File: src/rtl/json_tokenizer_top_defines.svh
// Assertion macros for the JSON tokenizer RTL.
// Used by json_tokenizer_top; no other dependencies.
`ifndef JSON_TOKENIZER_TOP_DEFINES_SVH
`define JSON_TOKENIZER_TOP_DEFINES_SVH

// same-cycle implication
`define JT_ASSERT_NOW(label, clk, rst_n, ante, cons, msg) \
	label: assert property (@(posedge clk) disable iff (!rst_n) (ante) |-> (cons)) \
		else $error(msg);

// next-cycle implication
`define JT_ASSERT_NEXT(label, clk, rst_n, ante, cons, msg) \
	label: assert property (@(posedge clk) disable iff (!rst_n) (ante) |=> (cons)) \
		else $error(msg);

`endif

File: src/rtl/jtok_pkg.sv
// Shared types, codes and lookup functions of the JSON tokenizer.
// No dependencies; imported by json_tokenizer_top.
package jtok_pkg;

	localparam int COUNTER_BITS_DEF = 24;
	localparam int OUT_BITS         = 24;
	localparam int FIFO_DEPTH       = 4;	// power of two

	typedef struct packed {
		logic [7:0] text_byte;
		logic       end_of_text;
	} text_t;

	typedef struct packed {
		logic [3:0]          token_kind;
		logic [OUT_BITS-1:0] token_line;
		logic [OUT_BITS-1:0] token_column;
		logic [OUT_BITS-1:0] token_length;
		logic                last_of_run;
	} token_t;

	typedef enum logic [3:0] {
		MODE_IDLE    = 4'b0001,
		MODE_KEYWORD = 4'b0010,
		MODE_STRING  = 4'b0100,
		MODE_NUMBER  = 4'b1000
	} mode_t;

	// token kinds
	localparam logic [3:0] KIND_END     = 4'd0;
	localparam logic [3:0] KIND_LBRACE  = 4'd1;
	localparam logic [3:0] KIND_RBRACE  = 4'd2;
	localparam logic [3:0] KIND_LBRACK  = 4'd3;
	localparam logic [3:0] KIND_RBRACK  = 4'd4;
	localparam logic [3:0] KIND_COMMA   = 4'd5;
	localparam logic [3:0] KIND_COLON   = 4'd6;
	localparam logic [3:0] KIND_TRUE    = 4'd7;
	localparam logic [3:0] KIND_STRING  = 4'd10;
	localparam logic [3:0] KIND_INTEGER = 4'd11;
	localparam logic [3:0] KIND_FLOAT   = 4'd12;
	localparam logic [3:0] KIND_ERROR   = 4'd13;

	// number phases
	localparam logic [2:0] PH_SIGN    = 3'd0;
	localparam logic [2:0] PH_INT     = 3'd1;
	localparam logic [2:0] PH_POINT   = 3'd2;
	localparam logic [2:0] PH_EXP     = 3'd3;
	localparam logic [2:0] PH_EXPDIG  = 3'd4;
	localparam logic [2:0] PH_FRAC    = 3'd5;
	localparam logic [2:0] PH_EXPSIGN = 3'd6;

	// number step outcomes beyond a plain phase
	localparam logic [3:0] NX_BAD  = 4'd7;
	localparam logic [3:0] NX_TERM = 4'd8;

	// keyword kinds
	localparam logic [1:0] KW_TRUE  = 2'd0;
	localparam logic [1:0] KW_FALSE = 2'd1;
	localparam logic [1:0] KW_NULL  = 2'd2;

	// characters
	localparam logic [7:0] CH_NL     = 8'h0A;
	localparam logic [7:0] CH_TAB    = 8'h09;
	localparam logic [7:0] CH_VT     = 8'h0B;
	localparam logic [7:0] CH_FF     = 8'h0C;
	localparam logic [7:0] CH_CR     = 8'h0D;
	localparam logic [7:0] CH_SP     = 8'h20;
	localparam logic [7:0] CH_QUOTE  = 8'h22;
	localparam logic [7:0] CH_PLUS   = 8'h2B;
	localparam logic [7:0] CH_COMMA  = 8'h2C;
	localparam logic [7:0] CH_MINUS  = 8'h2D;
	localparam logic [7:0] CH_POINT  = 8'h2E;
	localparam logic [7:0] CH_0      = 8'h30;
	localparam logic [7:0] CH_9      = 8'h39;
	localparam logic [7:0] CH_COLON  = 8'h3A;
	localparam logic [7:0] CH_UPPER_E = 8'h45;
	localparam logic [7:0] CH_LBRACK = 8'h5B;
	localparam logic [7:0] CH_BSLASH = 8'h5C;
	localparam logic [7:0] CH_RBRACK = 8'h5D;
	localparam logic [7:0] CH_A      = 8'h61;
	localparam logic [7:0] CH_E      = 8'h65;
	localparam logic [7:0] CH_F      = 8'h66;
	localparam logic [7:0] CH_L      = 8'h6C;
	localparam logic [7:0] CH_N      = 8'h6E;
	localparam logic [7:0] CH_R      = 8'h72;
	localparam logic [7:0] CH_S      = 8'h73;
	localparam logic [7:0] CH_T      = 8'h74;
	localparam logic [7:0] CH_U      = 8'h75;
	localparam logic [7:0] CH_LBRACE = 8'h7B;
	localparam logic [7:0] CH_RBRACE = 8'h7D;

	// expected letter after the first one of a keyword
	function automatic logic [7:0] kw_char(input logic [1:0] kk, input logic [1:0] pos);
		logic [7:0] c;
		c = 8'h00;
		case (kk)
			KW_TRUE: begin
				case (pos)
					2'd0:    c = CH_R;
					2'd1:    c = CH_U;
					2'd2:    c = CH_E;
					default: c = 8'h00;
				endcase
			end
			KW_FALSE: begin
				case (pos)
					2'd0:    c = CH_A;
					2'd1:    c = CH_L;
					2'd2:    c = CH_S;
					default: c = CH_E;
				endcase
			end
			default: begin
				case (pos)
					2'd0:    c = CH_U;
					2'd1:    c = CH_L;
					2'd2:    c = CH_L;
					default: c = 8'h00;
				endcase
			end
		endcase
		return c;
	endfunction

	function automatic logic [2:0] kw_total(input logic [1:0] kk);
		return (kk == KW_FALSE) ? 3'd5 : 3'd4;
	endfunction

	function automatic logic [3:0] num_next(input logic [2:0] ph, input logic [7:0] b);
		logic [3:0] nx;
		nx = NX_TERM;
		if (b inside {[CH_0:CH_9]}) begin
			if (ph == PH_SIGN)
				nx = {1'b0, PH_INT};
			else if (ph == PH_POINT)
				nx = {1'b0, PH_FRAC};
			else if (ph == PH_EXP || ph == PH_EXPSIGN)
				nx = {1'b0, PH_EXPDIG};
			else
				nx = {1'b0, ph};
		end else if (b == CH_POINT) begin
			nx = (ph == PH_INT) ? {1'b0, PH_POINT} : NX_BAD;
		end else if (b inside {CH_PLUS, CH_MINUS}) begin
			nx = (ph == PH_EXP) ? {1'b0, PH_EXPSIGN} : NX_BAD;
		end else if (b inside {CH_E, CH_UPPER_E}) begin
			nx = (ph inside {PH_INT, PH_POINT, PH_FRAC}) ? {1'b0, PH_EXP} : NX_BAD;
		end
		return nx;
	endfunction

	function automatic logic [3:0] num_finish(input logic [2:0] ph);
		logic [3:0] k;
		if (ph == PH_INT)
			k = KIND_INTEGER;
		else if (ph == PH_FRAC || ph == PH_EXPDIG)
			k = KIND_FLOAT;
		else
			k = KIND_ERROR;
		return k;
	endfunction

endpackage

File: src/rtl/json_tokenizer_top.sv
// JSON tokenizer: byte-serial lexer with a small result queue. Uses jtok_pkg.
// Each byte is registered in the input stage at acceptance; its results enter the queue
// when that stage fires. arst_n clears the control state, not the input byte or queued results.
// Throughput: one byte per cycle while the queue has room; a byte with two results uses
// two output beats; the four-beat queue stalls input only when it holds more than two.
`include "json_tokenizer_top_defines.svh"

module json_tokenizer_top import jtok_pkg::*; #(
	parameter int COUNTER_BITS = COUNTER_BITS_DEF
) (
	input  logic   clk,
	input  logic   arst_n,
	input  logic   text_valid,
	output logic   text_stall,
	input  text_t  text,
	output logic   token_valid,
	input  logic   token_stall,
	output token_t token
);

	localparam int CB       = COUNTER_BITS;
	localparam int PTR_BITS = $clog2(FIFO_DEPTH);
	localparam int CNT_BITS = $clog2(FIFO_DEPTH + 1);

	typedef logic [CB-1:0] cnt_t;

	function automatic cnt_t sat_inc(input cnt_t v);
		return (v == '1) ? v : v + CB'(1);
	endfunction

	function automatic token_t mk_tok(input logic [3:0] kind, input cnt_t line,
			input cnt_t col, input cnt_t len);
		token_t t;
		t.token_kind   = kind;
		t.token_line   = OUT_BITS'(line);
		t.token_column = OUT_BITS'(col);
		t.token_length = OUT_BITS'(len);
		t.last_of_run  = 1'b0;
		return t;
	endfunction

	// input stage
	logic  v_s1;
	text_t item_s1;
	logic  s1_go, fire;

	// lexer state
	mode_t      mode_q;
	logic [2:0] phase_q, kwp_q;
	logic [1:0] kwk_q;
	logic       esc_q, err_q;
	cnt_t       line_q, col_q, sline_q, scol_q, len_q;

	// result queue
	token_t              fifo_q [FIFO_DEPTH];
	logic [PTR_BITS-1:0] wr_ptr_q, rd_ptr_q;
	logic [CNT_BITS-1:0] fcnt_q;
	logic                pop;

	logic [7:0] b;
	assign b = item_s1.text_byte;

	// between-token decode
	mode_t      id_mode;
	logic [2:0] id_phase, id_kwp;
	logic [1:0] id_kwk;
	logic       id_esc, id_err, id_emit;
	logic [3:0] id_kind, id_punct;
	cnt_t       id_line, id_col, id_sline, id_scol, id_len;
	token_t     id_tok;

	always_comb begin
		case (b)
			CH_LBRACE: id_punct = KIND_LBRACE;
			CH_RBRACE: id_punct = KIND_RBRACE;
			CH_LBRACK: id_punct = KIND_LBRACK;
			CH_RBRACK: id_punct = KIND_RBRACK;
			CH_COMMA:  id_punct = KIND_COMMA;
			CH_COLON:  id_punct = KIND_COLON;
			default:   id_punct = KIND_END;
		endcase

		id_mode  = MODE_IDLE;
		id_line  = line_q;
		id_col   = col_q;
		id_sline = sline_q;
		id_scol  = scol_q;
		id_len   = len_q;
		id_kwk   = kwk_q;
		id_kwp   = kwp_q;
		id_phase = phase_q;
		id_esc   = esc_q;
		id_err   = err_q;
		id_emit  = 1'b0;
		id_kind  = KIND_ERROR;

		if (b == CH_NL) begin
			id_line = sat_inc(line_q);
			id_col  = CB'(1);
		end else if (b inside {CH_SP, CH_TAB, CH_VT, CH_FF, CH_CR}) begin
			id_col = sat_inc(col_q);
		end else if (id_punct != KIND_END) begin
			id_emit = 1'b1;
			id_kind = id_punct;
			id_col  = sat_inc(col_q);
		end else if (b inside {CH_T, CH_F, CH_N}) begin
			id_mode  = MODE_KEYWORD;
			id_sline = line_q;
			id_scol  = col_q;
			id_len   = CB'(1);
			id_col   = sat_inc(col_q);
			id_kwk   = (b == CH_T) ? KW_TRUE : (b == CH_F) ? KW_FALSE : KW_NULL;
			id_kwp   = 3'd0;
		end else if (b == CH_QUOTE) begin
			id_mode  = MODE_STRING;
			id_sline = line_q;
			id_scol  = col_q;
			id_len   = '0;
			id_col   = sat_inc(col_q);
			id_esc   = 1'b0;
		end else if (b inside {[CH_0:CH_9], CH_PLUS, CH_MINUS}) begin
			id_mode  = MODE_NUMBER;
			id_sline = line_q;
			id_scol  = col_q;
			id_len   = CB'(1);
			id_col   = sat_inc(col_q);
			id_phase = (b inside {[CH_0:CH_9]}) ? PH_INT : PH_SIGN;
		end else begin
			id_emit = 1'b1;
			id_col  = sat_inc(col_q);
			id_err  = 1'b1;
		end
	end

	assign id_tok = mk_tok(id_kind, line_q, col_q, CB'(1));

	// main step
	logic [1:0] kk;
	logic [7:0] want;
	logic [3:0] nxp, fin;
	cnt_t       len_inc, col_inc;

	assign kk      = (kwk_q > KW_NULL) ? KW_NULL : kwk_q;
	assign want    = kw_char(kk, kwp_q[1:0]);
	assign nxp     = num_next(phase_q, b);
	assign fin     = num_finish(phase_q);
	assign len_inc = sat_inc(len_q);
	assign col_inc = sat_inc(col_q);

	mode_t      nx_mode;
	logic [2:0] nx_phase, nx_kwp;
	logic [1:0] nx_kwk;
	logic       nx_esc, nx_err;
	cnt_t       nx_line, nx_col, nx_sline, nx_scol, nx_len;
	token_t     r0, r1, end_tok;
	logic [1:0] nres;
	logic       pend;

	always_comb begin
		nx_mode  = mode_q;
		nx_phase = phase_q;
		nx_kwp   = kwp_q;
		nx_kwk   = kwk_q;
		nx_esc   = esc_q;
		nx_err   = err_q;
		nx_line  = line_q;
		nx_col   = col_q;
		nx_sline = sline_q;
		nx_scol  = scol_q;
		nx_len   = len_q;
		r0       = '0;
		r1       = '0;
		nres     = 2'd0;
		pend     = 1'b0;
		end_tok  = mk_tok(KIND_END, line_q, col_q, '0);

		if (item_s1.end_of_text) begin
			if (!err_q && mode_q == MODE_NUMBER) begin
				r0   = mk_tok(fin, sline_q, scol_q, len_q);
				pend = 1'b1;
			end else if (!err_q && (mode_q == MODE_KEYWORD || mode_q == MODE_STRING)) begin
				r0   = mk_tok(KIND_ERROR, sline_q, scol_q, len_q);
				pend = 1'b1;
			end
			if (pend) begin
				r1   = end_tok;
				nres = 2'd2;
			end else begin
				r0   = end_tok;
				nres = 2'd1;
			end
			// back to the reset state for the next text
			nx_mode  = MODE_IDLE;
			nx_phase = PH_SIGN;
			nx_kwp   = 3'd0;
			nx_kwk   = KW_TRUE;
			nx_esc   = 1'b0;
			nx_err   = 1'b0;
			nx_line  = CB'(1);
			nx_col   = CB'(1);
			nx_sline = CB'(1);
			nx_scol  = CB'(1);
			nx_len   = '0;
		end else if (!err_q) begin
			case (mode_q)
				MODE_KEYWORD: begin
					nx_col = col_inc;
					nx_len = len_inc;
					if (b != want) begin
						r0      = mk_tok(KIND_ERROR, sline_q, scol_q, len_inc);
						nres    = 2'd1;
						nx_err  = 1'b1;
						nx_mode = MODE_IDLE;
					end else begin
						nx_kwp = kwp_q + 3'd1;
						if (len_inc >= CB'(kw_total(kk))) begin
							r0      = mk_tok(KIND_TRUE + {2'b00, kk}, sline_q, scol_q, len_inc);
							nres    = 2'd1;
							nx_mode = MODE_IDLE;
						end
					end
				end
				MODE_STRING: begin
					nx_col = col_inc;
					if (esc_q) begin
						nx_esc = 1'b0;
						nx_len = len_inc;
					end else if (b == CH_QUOTE) begin
						r0      = mk_tok(KIND_STRING, sline_q, scol_q, len_q);
						nres    = 2'd1;
						nx_mode = MODE_IDLE;
					end else begin
						nx_len = len_inc;
						if (b == CH_BSLASH)
							nx_esc = 1'b1;
					end
				end
				MODE_NUMBER: begin
					if (nxp == NX_TERM) begin
						if (fin == KIND_ERROR) begin
							nx_col  = col_inc;
							r0      = mk_tok(KIND_ERROR, sline_q, scol_q, len_inc);
							nres    = 2'd1;
							nx_err  = 1'b1;
							nx_mode = MODE_IDLE;
						end else begin
							// the terminating byte starts whatever follows
							r0       = mk_tok(fin, sline_q, scol_q, len_q);
							nx_mode  = id_mode;
							nx_phase = id_phase;
							nx_kwp   = id_kwp;
							nx_kwk   = id_kwk;
							nx_esc   = id_esc;
							nx_err   = id_err;
							nx_line  = id_line;
							nx_col   = id_col;
							nx_sline = id_sline;
							nx_scol  = id_scol;
							nx_len   = id_len;
							if (id_emit) begin
								r1   = id_tok;
								nres = 2'd2;
							end else begin
								nres = 2'd1;
							end
						end
					end else begin
						nx_col = col_inc;
						nx_len = len_inc;
						if (nxp == NX_BAD) begin
							r0      = mk_tok(KIND_ERROR, sline_q, scol_q, len_inc);
							nres    = 2'd1;
							nx_err  = 1'b1;
							nx_mode = MODE_IDLE;
						end else begin
							nx_phase = nxp[2:0];
						end
					end
				end
				default: begin
					nx_mode  = id_mode;
					nx_phase = id_phase;
					nx_kwp   = id_kwp;
					nx_kwk   = id_kwk;
					nx_esc   = id_esc;
					nx_err   = id_err;
					nx_line  = id_line;
					nx_col   = id_col;
					nx_sline = id_sline;
					nx_scol  = id_scol;
					nx_len   = id_len;
					if (id_emit) begin
						r0   = id_tok;
						nres = 2'd1;
					end
				end
			endcase
		end

		if (nres == 2'd1)
			r0.last_of_run = 1'b1;
		r1.last_of_run = 1'b1;
	end

	// handshakes: room for two beats lets the input stage advance
	assign s1_go      = (fcnt_q <= CNT_BITS'(FIFO_DEPTH - 2));
	assign fire       = v_s1 && s1_go;
	assign text_stall = v_s1 && !s1_go;
	assign token_valid = (fcnt_q != '0);
	assign token       = fifo_q[rd_ptr_q];
	assign pop         = token_valid && !token_stall;

	always_ff @(posedge clk or negedge arst_n) begin
		if (!arst_n) begin
			v_s1 <= 1'b0;
		end else if (text_valid && !text_stall) begin
			v_s1 <= 1'b1;
		end else if (s1_go) begin
			v_s1 <= 1'b0;
		end
	end

	always_ff @(posedge clk) begin
		if (text_valid && !text_stall)
			item_s1 <= text;
	end

	always_ff @(posedge clk or negedge arst_n) begin
		if (!arst_n) begin
			mode_q  <= MODE_IDLE;
			phase_q <= PH_SIGN;
			kwp_q   <= 3'd0;
			kwk_q   <= KW_TRUE;
			esc_q   <= 1'b0;
			err_q   <= 1'b0;
			line_q  <= CB'(1);
			col_q   <= CB'(1);
			sline_q <= CB'(1);
			scol_q  <= CB'(1);
			len_q   <= '0;
		end else if (fire) begin
			mode_q  <= nx_mode;
			phase_q <= nx_phase;
			kwp_q   <= nx_kwp;
			kwk_q   <= nx_kwk;
			esc_q   <= nx_esc;
			err_q   <= nx_err;
			line_q  <= nx_line;
			col_q   <= nx_col;
			sline_q <= nx_sline;
			scol_q  <= nx_scol;
			len_q   <= nx_len;
		end
	end

	always_ff @(posedge clk) begin
		if (fire && nres != 2'd0)
			fifo_q[wr_ptr_q] <= r0;
		if (fire && nres == 2'd2)
			fifo_q[wr_ptr_q + PTR_BITS'(1)] <= r1;
	end

	always_ff @(posedge clk or negedge arst_n) begin
		if (!arst_n) begin
			wr_ptr_q <= '0;
			rd_ptr_q <= '0;
			fcnt_q   <= '0;
		end else begin
			if (fire)
				wr_ptr_q <= wr_ptr_q + PTR_BITS'(nres);
			if (pop)
				rd_ptr_q <= rd_ptr_q + PTR_BITS'(1);
			fcnt_q <= fcnt_q + CNT_BITS'(fire ? nres : 2'd0) - CNT_BITS'(pop);
		end
	end

	`JT_ASSERT_NOW(a_err_quiet, clk, arst_n, fire && err_q && !item_s1.end_of_text, nres == 2'd0, "result after latched error")
	`JT_ASSERT_NEXT(a_eot_reset, clk, arst_n, fire && item_s1.end_of_text, mode_q == MODE_IDLE && line_q == CB'(1) && col_q == CB'(1) && !err_q, "state not reset after end of text")
	`JT_ASSERT_NOW(a_pos_nonzero, clk, arst_n, 1'b1, line_q != '0 && col_q != '0, "line or column reached zero")
	`JT_ASSERT_NOW(a_fifo_bound, clk, arst_n, 1'b1, fcnt_q <= CNT_BITS'(FIFO_DEPTH), "result queue overflow")

endmodule
File: config.mk
export PLATFORM = sky130hd
export DESIGN_NAME = json_tokenizer_top
export DESIGN_NICKNAME = d
export VERILOG_FILES = /design/src/rtl/jtok_pkg.sv /design/src/rtl/json_tokenizer_top.sv
export VERILOG_INCLUDE_DIRS = /design/src /design/src/rtl
export SDC_FILE = /design/constraint.sdc
export NUM_CORES = 1
export LEC_CHECK = 0
export BUFFER_PORTS_ARGS = -buffer_cell sky130_fd_sc_hd__buf_2
export CORE_MARGIN = 10
export CORE_UTILIZATION = 45
export DETAILED_ROUTE_END_ITERATION = 8
export PLACE_DENSITY = 0.7
export SETUP_SLACK_MARGIN = 0.5
export SYNTH_ARGS = -nofsm -noshare
export SYNTH_HDL_FRONTEND = slang
export SYNTH_SLANG_ARGS = --single-unit
File: constraint.sdc
create_clock -name clk -period 10.6 [get_ports clk]
set_input_delay 1.59 -clock clk [delete_from_list [all_inputs] [get_ports clk]]
set_output_delay 1.59 -clock clk [all_outputs]
set_load 0.01 [all_outputs]
==> results of run 1 <==
Yosys cell counts, types with 32 or more instances:
| cell | instances |
|---|---|
| o22ai_1 | 136 |
| nor2_1 | 195 |
| nand2_1 | 189 |
| nand3_1 | 123 |
| clkbuf_1 | 188 |
| o21ai_0 | 217 |
| mux4_2 | 77 |
| xor2_1 | 32 |
| a221o_1 | 37 |
| a22oi_1 | 64 |
| edfxtp_1 | 221 |
| dfxtp_1 | 96 |
| dfrtp_1 | 136 |
| inv_1 | 70 |
| and3_1 | 41 |
| a21oi_1 | 143 |
| o21ai_1 | 42 |
final timing paths:
path | startpoint | slack (ns) | endpoint | cells after the start
setup / recovery | len_q[0] | 4.21 | fifo_q[2][32] | 16
hold reg to reg | fifo_q[1][0] | 0.47 | fifo_q[1][0] | 1
hold / removal | fifo_q[1][0] | 0.47 | fifo_q[1][0] | 1
setup reg to reg | len_q[0] | 4.21 | fifo_q[2][32] | 16
max in group asynchronous | arst_n | 8.15 | sline_q[2] | 2
min in group asynchronous | arst_n | 1.03 | len_q[14] | 1
cells by family (layout without fill, tap and decap cells):
family / after synthesis / in the layout / share of synthesized area [%]
fa+ha+maj: 13 / 13 / 0.677
simple gates: 717 / 717 / 14.1
flops: 458 / 458 / 48.1
xor+xnor: 51 / 51 / 1.78
buf+inv: 329 / 296 / 5.28
compound gates: 825 / 825 / 23.1
mux: 80 / 80 / 7.02
report_power, final:
group,switching (uW),total (uW),leakage [uW],internal (uW)
clock network,752,1850,0.000845,1100
registers,259,2430,0.00492,2170
logic,1220,1920,0.00393,699
total,2230,6190,0.00969,3960
registers in the layout, indices dropped and copies added (netlist names), 2 cells and up:
| signal | flops |
|---|---|
| fifo_q | 308 |
| col_q | 24 |
| len_q | 24 |
| line_q | 24 |
| scol_q | 24 |
| sline_q | 24 |
| b | 8 |
| mode_q | 4 |
| fcnt_q | 3 |
| phase_q | 3 |
| kwk_q | 2 |
| kwp_q | 2 |
| rd_ptr_q | 2 |
| wr_ptr_q | 2 |
final cells by class:
type | count | area, um2
timing repair buffer | 130 | 754
inverter | 72 | 270
multi-input combinational | 1686 | 11800
tap | 748 | 936
fill | 4881 | 27600
sequential | 458 | 12100
clock buffer | 71 | 1390
clock inverter | 23 | 349
per-stage QoR:
stage,setup slack (ns),instance area (um2),util (%),hold slack (ns)
2_1_floorplan,5.30,25100,-,0.435
6_report,4.21,27600,50.0,0.469
5_1_grt,3.97,27600,50.0,0.493
3_5_place_dp,4.34,25900,46.9,0.448
4_1_cts,4.29,27600,50.0,0.461
3_3_place_gp,4.46,25900,46.9,0.443
per-layer routing:
metal / vias up / GRT usage [%] / part of all wire (%)
li1: 9215 / - / -
met1: 10500 / 29.0 / 40
met2: 1158 / 36.7 / 48
met3: 165 / 3.93 / 9.2
met4: 2 / 7.64 / 2.8
met5: - / 0 / 0.017
==> flow_metrics.tcl, run 1 <==
set metrics [dict create \
    num_rows 86 \
    via_per_inst 6.60 \
    hold_class "reg2reg" \
    fmax_mhz 156 \
    ctsResizeCount 0 \
    vias 21000 \
    ys_warn_count 0 \
    dp_hpwl_mm 44.9 \
    cts_tree "done" \
    path_clk_slew_ns 0.06 \
    yosysUniqueCellTypes 90 \
    hold_violations 0 \
    cap_violations 0 \
    diodes 0 \
    final_cells 3188 \
    portBuffers 91 \
    peakVddDrop_v 0.000157 \
    grt_pass1_vias 21000 \
    routedWlPerCell_um 23.9 \
    synth_edf_count 221 \
    insertion_delay_ns 0.61 \
    avgSynthCellArea_um2 10.2 \
    setup_tns_ns 0 \
    arrival_ns 6.85 \
    fin_crit_ns 6.39 \
    fin_worst_skew_ns 0.0238 \
    leakagePower_uw 0.00969 \
    start_util_pct 45.5 \
    ys_seq_area_share_pct 48.1 \
    cp-start-kind "flip-flop" \
    drc 0 \
    cpMostUsedCell "ha_1" \
    placed_cells 3094 \
    mostFrequentLayoutCell "edfxtp_1" \
    fp.dieW_um 256 \
    dieArea_um2 65700 \
    worstPathRequired_ns 11.06 \
    worstMarginPinSlew_ns 1.28 \
    cts_hold_buf 0 \
    cts_max_path_buffers 3 \
    critPathTopFamily "simple AND/OR/NAND/NOR gates" \
    numCtsBuffers 50 \
    cp_max_fo 40 \
    grt_usage_pct 22.2 \
    gr-total-overflow 0 \
    cts.htree.levels 2 \
    crit_path_cell_trace "ha_1 -> nand4_2 -> nor4_4 -> nand2_1 -> xnor2_1 -> ha_1 -> nor3b_1 -> o311a_1 -> a221oi_1 -> a2111oi_2 -> and4_2 -> a21oi_2 -> or3_4 -> buf_4 -> and3_1 -> a221o_1" \
    dr.pass1.iters 6 \
    die_h_um 256 \
    cts_root_buf "clkbuf_16" \
    synth_area_leaders "edfxtp_1 (26%), dfrtp_1 (14%), dfxtp_1 (7.6%)" \
    yosys_most_used_dff "edfxtp_1" \
    ys_ff_latch 458 \
    grt_pass1_wl_mm 119 \
    synthesis.nets 2499 \
    rsz0062_at_grt "no" \
    crit_slowest_cell "buf_4" \
    syn_to_final_growth_pct 9.90 \
    grt_max_degree 97 \
    maxSlewHeadroom_pct 14.7 \
    worst-path-buf-inv 1 \
    p_per_area_nw_per_um2 224 \
    wirelength_mm 76.2 \
    pin_count 92 \
    drt-initial-drc-count 2426 \
    yosys.area.top_type "edfxtp_1" \
    min_period_over_period_pct 60.3 \
    yosysTopAreaCellShare_pct 26.4 \
    layout-drive-gt1-share_pct 15.2 \
    final_cell_mix "edfxtp_1 (221), o21ai_0 (217), nor2_1 (192)" \
    async_flop_share_pct 30.8 \
    core-area_um2 55200 \
    syn_inst 2473 \
    post_cts_buffers 0 \
    max_stage_delay_ns 0.84 \
    ant_nets 0 \
    slew_viol_final 0 \
    finalSetupViolations 0 \
    antenna_found_initial 1 \
    status "finished, final reports clean" \
    crit_type "reg2reg" \
    synth_area_um2 25100 \
    finalPower_uw 6190 \
    fin_nets 2424 \
    clock_sinks 458 \
    gp_congestion 0.944 \
    cp-end-kind "flip-flop" \
]
(Power assumes the default switching activity.)
==> inputs of run 2 (changes only) <==
--- a/config.mk
+++ b/config.mk
@@ -10,7 +10,7 @@
 export CORE_MARGIN = 10
 export CORE_UTILIZATION = 45
 export DETAILED_ROUTE_END_ITERATION = 8
-export PLACE_DENSITY = 0.7
+export PLACE_DENSITY = 0.72
 export SETUP_SLACK_MARGIN = 0.5
 export SYNTH_ARGS = -nofsm -noshare
 export SYNTH_HDL_FRONTEND = slang
==> constraint.sdc (replaced) <==
create_clock -name clk -period 5.1 [get_ports clk]
set_input_delay 0.765 -clock clk [delete_from_list [all_inputs] [get_ports clk]]
set_output_delay 0.765 -clock clk [all_outputs]
set_load 0.01 [all_outputs]
==> flow_metrics.tcl, run 2 (synthesis gave the netlist of run 1 again) <==
set metrics [dict create \
    final_cell_mix "edfxtp_1 (221), o21ai_0 (217), nor2_1 (191)" \
    layout-drive-gt1-share_pct 18.6 \
    timing.rr.end "fcnt_q[2]" \
    cp-end-kind "flip-flop" \
    r2r_cells 21 \
    dieArea_um2 65700 \
    grt_pass1_vias 20900 \
    numCtsBuffers 48 \
    grt.met2_usage_pct 37.3 \
    r2r_start "len_q[1]" \
    hold_class "in2async" \
    start_util_pct 45.5 \
    gr-total-overflow 0 \
    largest_register_ffs 308 \
    fin_crit_ns 4.44 \
    p_sw_share_pct 36.3 \
    routedWlPerCell_um 24.0 \
    ant_nets 0 \
    mostFrequentLayoutCell "edfxtp_1" \
    portBuffers 91 \
    slew_viol_final 0 \
    cts.htree.levels 2 \
    num_rows 86 \
    status "finished, final reports clean" \
    leakagePower_uw 0.0101 \
    rsz0062_at_grt "no" \
    cts_root_buf "clkbuf_16" \
    fin_worst_skew_ns 0.0229 \
    via_per_inst 6.47 \
    dr.pass1.iters 6 \
    hold_violations 0 \
    cap_violations 0 \
    cts_tree "done" \
    p_int_uw 8130 \
    worstMarginPinSlew_ns 1.19 \
    nFillCells 4835 \
    dp_hpwl_mm 47.8 \
    crit_type "reg2reg" \
    worstPathRequired_ns 5.57 \
    worst-path-buf-inv 2 \
    clock_sinks 458 \
    fp.dieW_um 256 \
    gp_congestion 0.946 \
    critPathTopFamily "simple AND/OR/NAND/NOR gates" \
    grt_pass1_wl_mm 121 \
    grt_usage_pct 22.9 \
    grt_most_used_layer "met2" \
    power_frac_comb_pct 32.9 \
    p_per_area_nw_per_um2 451 \
    cpMostUsedCell "ha_1" \
    vias 21100 \
    cts_hold_buf 0 \
    pin_count 92 \
    finalPower_uw 12800 \
    wirelength_mm 78.3 \
    core-area_um2 55200 \
    die_h_um 256 \
    cp-start-kind "flip-flop" \
    grt_max_degree 73 \
    grt.met1_usage_pct 29.1 \
    crit_slowest_cell "dfrtp_2" \
    fmax_mhz 225 \
    power.sequential.fraction_pct 39.5 \
    path_clk_slew_ns 0.06 \
    crit_path_cell_trace "ha_4 -> nand4_4 -> nor4_4 -> nand2_2 -> xnor2_2 -> ha_1 -> nor3b_2 -> o311a_1 -> a221oi_1 -> a2111oi_2 -> and4_4 -> nand2_1 -> a211oi_2 -> nand2b_4 -> ha_1 -> inv_1 -> ha_1 -> inv_1 -> fa_2 -> xor2_2 -> xnor2_1" \
    use_met3_pct 4.67 \
    arrival_ns 4.91 \
    drc 0 \
    cts_max_path_buffers 3 \
    fin_nets 2494 \
    regMostFlops "fifo_q" \
    antenna_found_initial 1 \
    maxSlewHeadroom_pct 20.3 \
    max_stage_delay_ns 0.44 \
    peakVddDrop_v 0.000407 \
    r2r_slack_ns 0.66 \
    p_switching_uw 4640 \
    finalSetupViolations 0 \
    clkPwrFrac_pct 27.5 \
    drt-initial-drc-count 2337 \
    syn_to_final_growth_pct 12.6 \
    setup_tns_ns 0 \
    cp_max_fo 7 \
    min_period_over_period_pct 87.0 \
    final_util_pct 51.3 \
    insertion_delay_ns 0.59 \
]
run 2: changes by cell type in the layout (fill, tap and decap cells not counted), moves of 3 or more:
cell / before / now
nand2_2: 4 / 1
dfrtp_2: 1 / 10
nand2_4: 0 / 4
buf_12: 0 / 12
nand4_4: 1 / 4
nand4_2: 3 / 0
dfrtp_1: 133 / 124
clkbuf_1: 17 / 13
clkbuf_8: 2 / 10
bufinv_16: 7 / 0
buf_4: 39 / 99
run 2: worst max path at each step:
| stage | to | cells past startpoint | slack [ns] | start |
|---|---|---|---|---|
| after floorplan | fcnt_q[2] | 21 | 0.52 | len_q[1] |
| after global placement | fcnt_q[2] | 20 | 0.39 | len_q[16] |
| after detailed placement | fcnt_q[2] | 20 | 0.27 | len_q[16] |
| after CTS | fcnt_q[2] | 16 | 0.50 | b[6] |
| after global routing | fcnt_q[2] | 20 | 0.46 | len_q[16] |
| final | fcnt_q[2] | 21 | 0.66 | len_q[1] |
run 2: routing by layer:
layer / wire [um] / up-vias
met5: 13 / -
met4: 3160 / 2
met3: 7770 / 245
met2: 37000 / 1156
met1: 30400 / 10300
li1: - / 9363
run 2: cell type report:
cell class                 count  area [um2]  share of cell area, %
clock inverter                15        95.1                  0.336
clock buffer                  75        1490                   5.26
tap                          748         936                   3.31
multi-input combinational   1686       12000                   42.2
antenna                        1        2.50                0.00884
inverter                      72         270                  0.955
sequential                   458       12100                   42.8
timing repair buffer         202        1450                   5.11
run 2: through the flow:
step,worst slack (ns),area (um2),hold WS [ns],instances
after global routing,0.461,28300,0.211,3256
after detailed placement,0.267,26400,0.455,3142
after global placement,0.388,26400,0.442,3142
after CTS,0.502,28100,0.189,3233
final,0.662,28300,0.191,3257
after floorplan,0.521,25200,0.435,2473
run 2: what timing repair did:
action,CTS,global route
gates resized for setup,6,18
endpoints found under the setup margin,100,182
setup buffers,1,23
pin swaps,1,8
run 2: worst register-to-register path, delay by kind of cell (launching register included):
family | cells | cell delay [ns]
buffers and inverters | 2 | 0.12
DFF | 1 | 0.44
AOI/OAI and AO/OA | 4 | 0.81
and+or+nand+nor | 7 | 1.24
adders and majority gates | 5 | 1.23
xor gates and xnor gates | 3 | 0.46
run 2: power by group through the flow:
stage          logic, uW  registers [uW]  clock network (uW)
2_1_floorplan       2840            4720                   0
3_3_place_gp        4050            5090                   0
3_5_place_dp        4110            5130                   0
4_1_cts             4130            5060                3560
5_1_grt             4490            5120                3700
6_report            4200            5050                3520
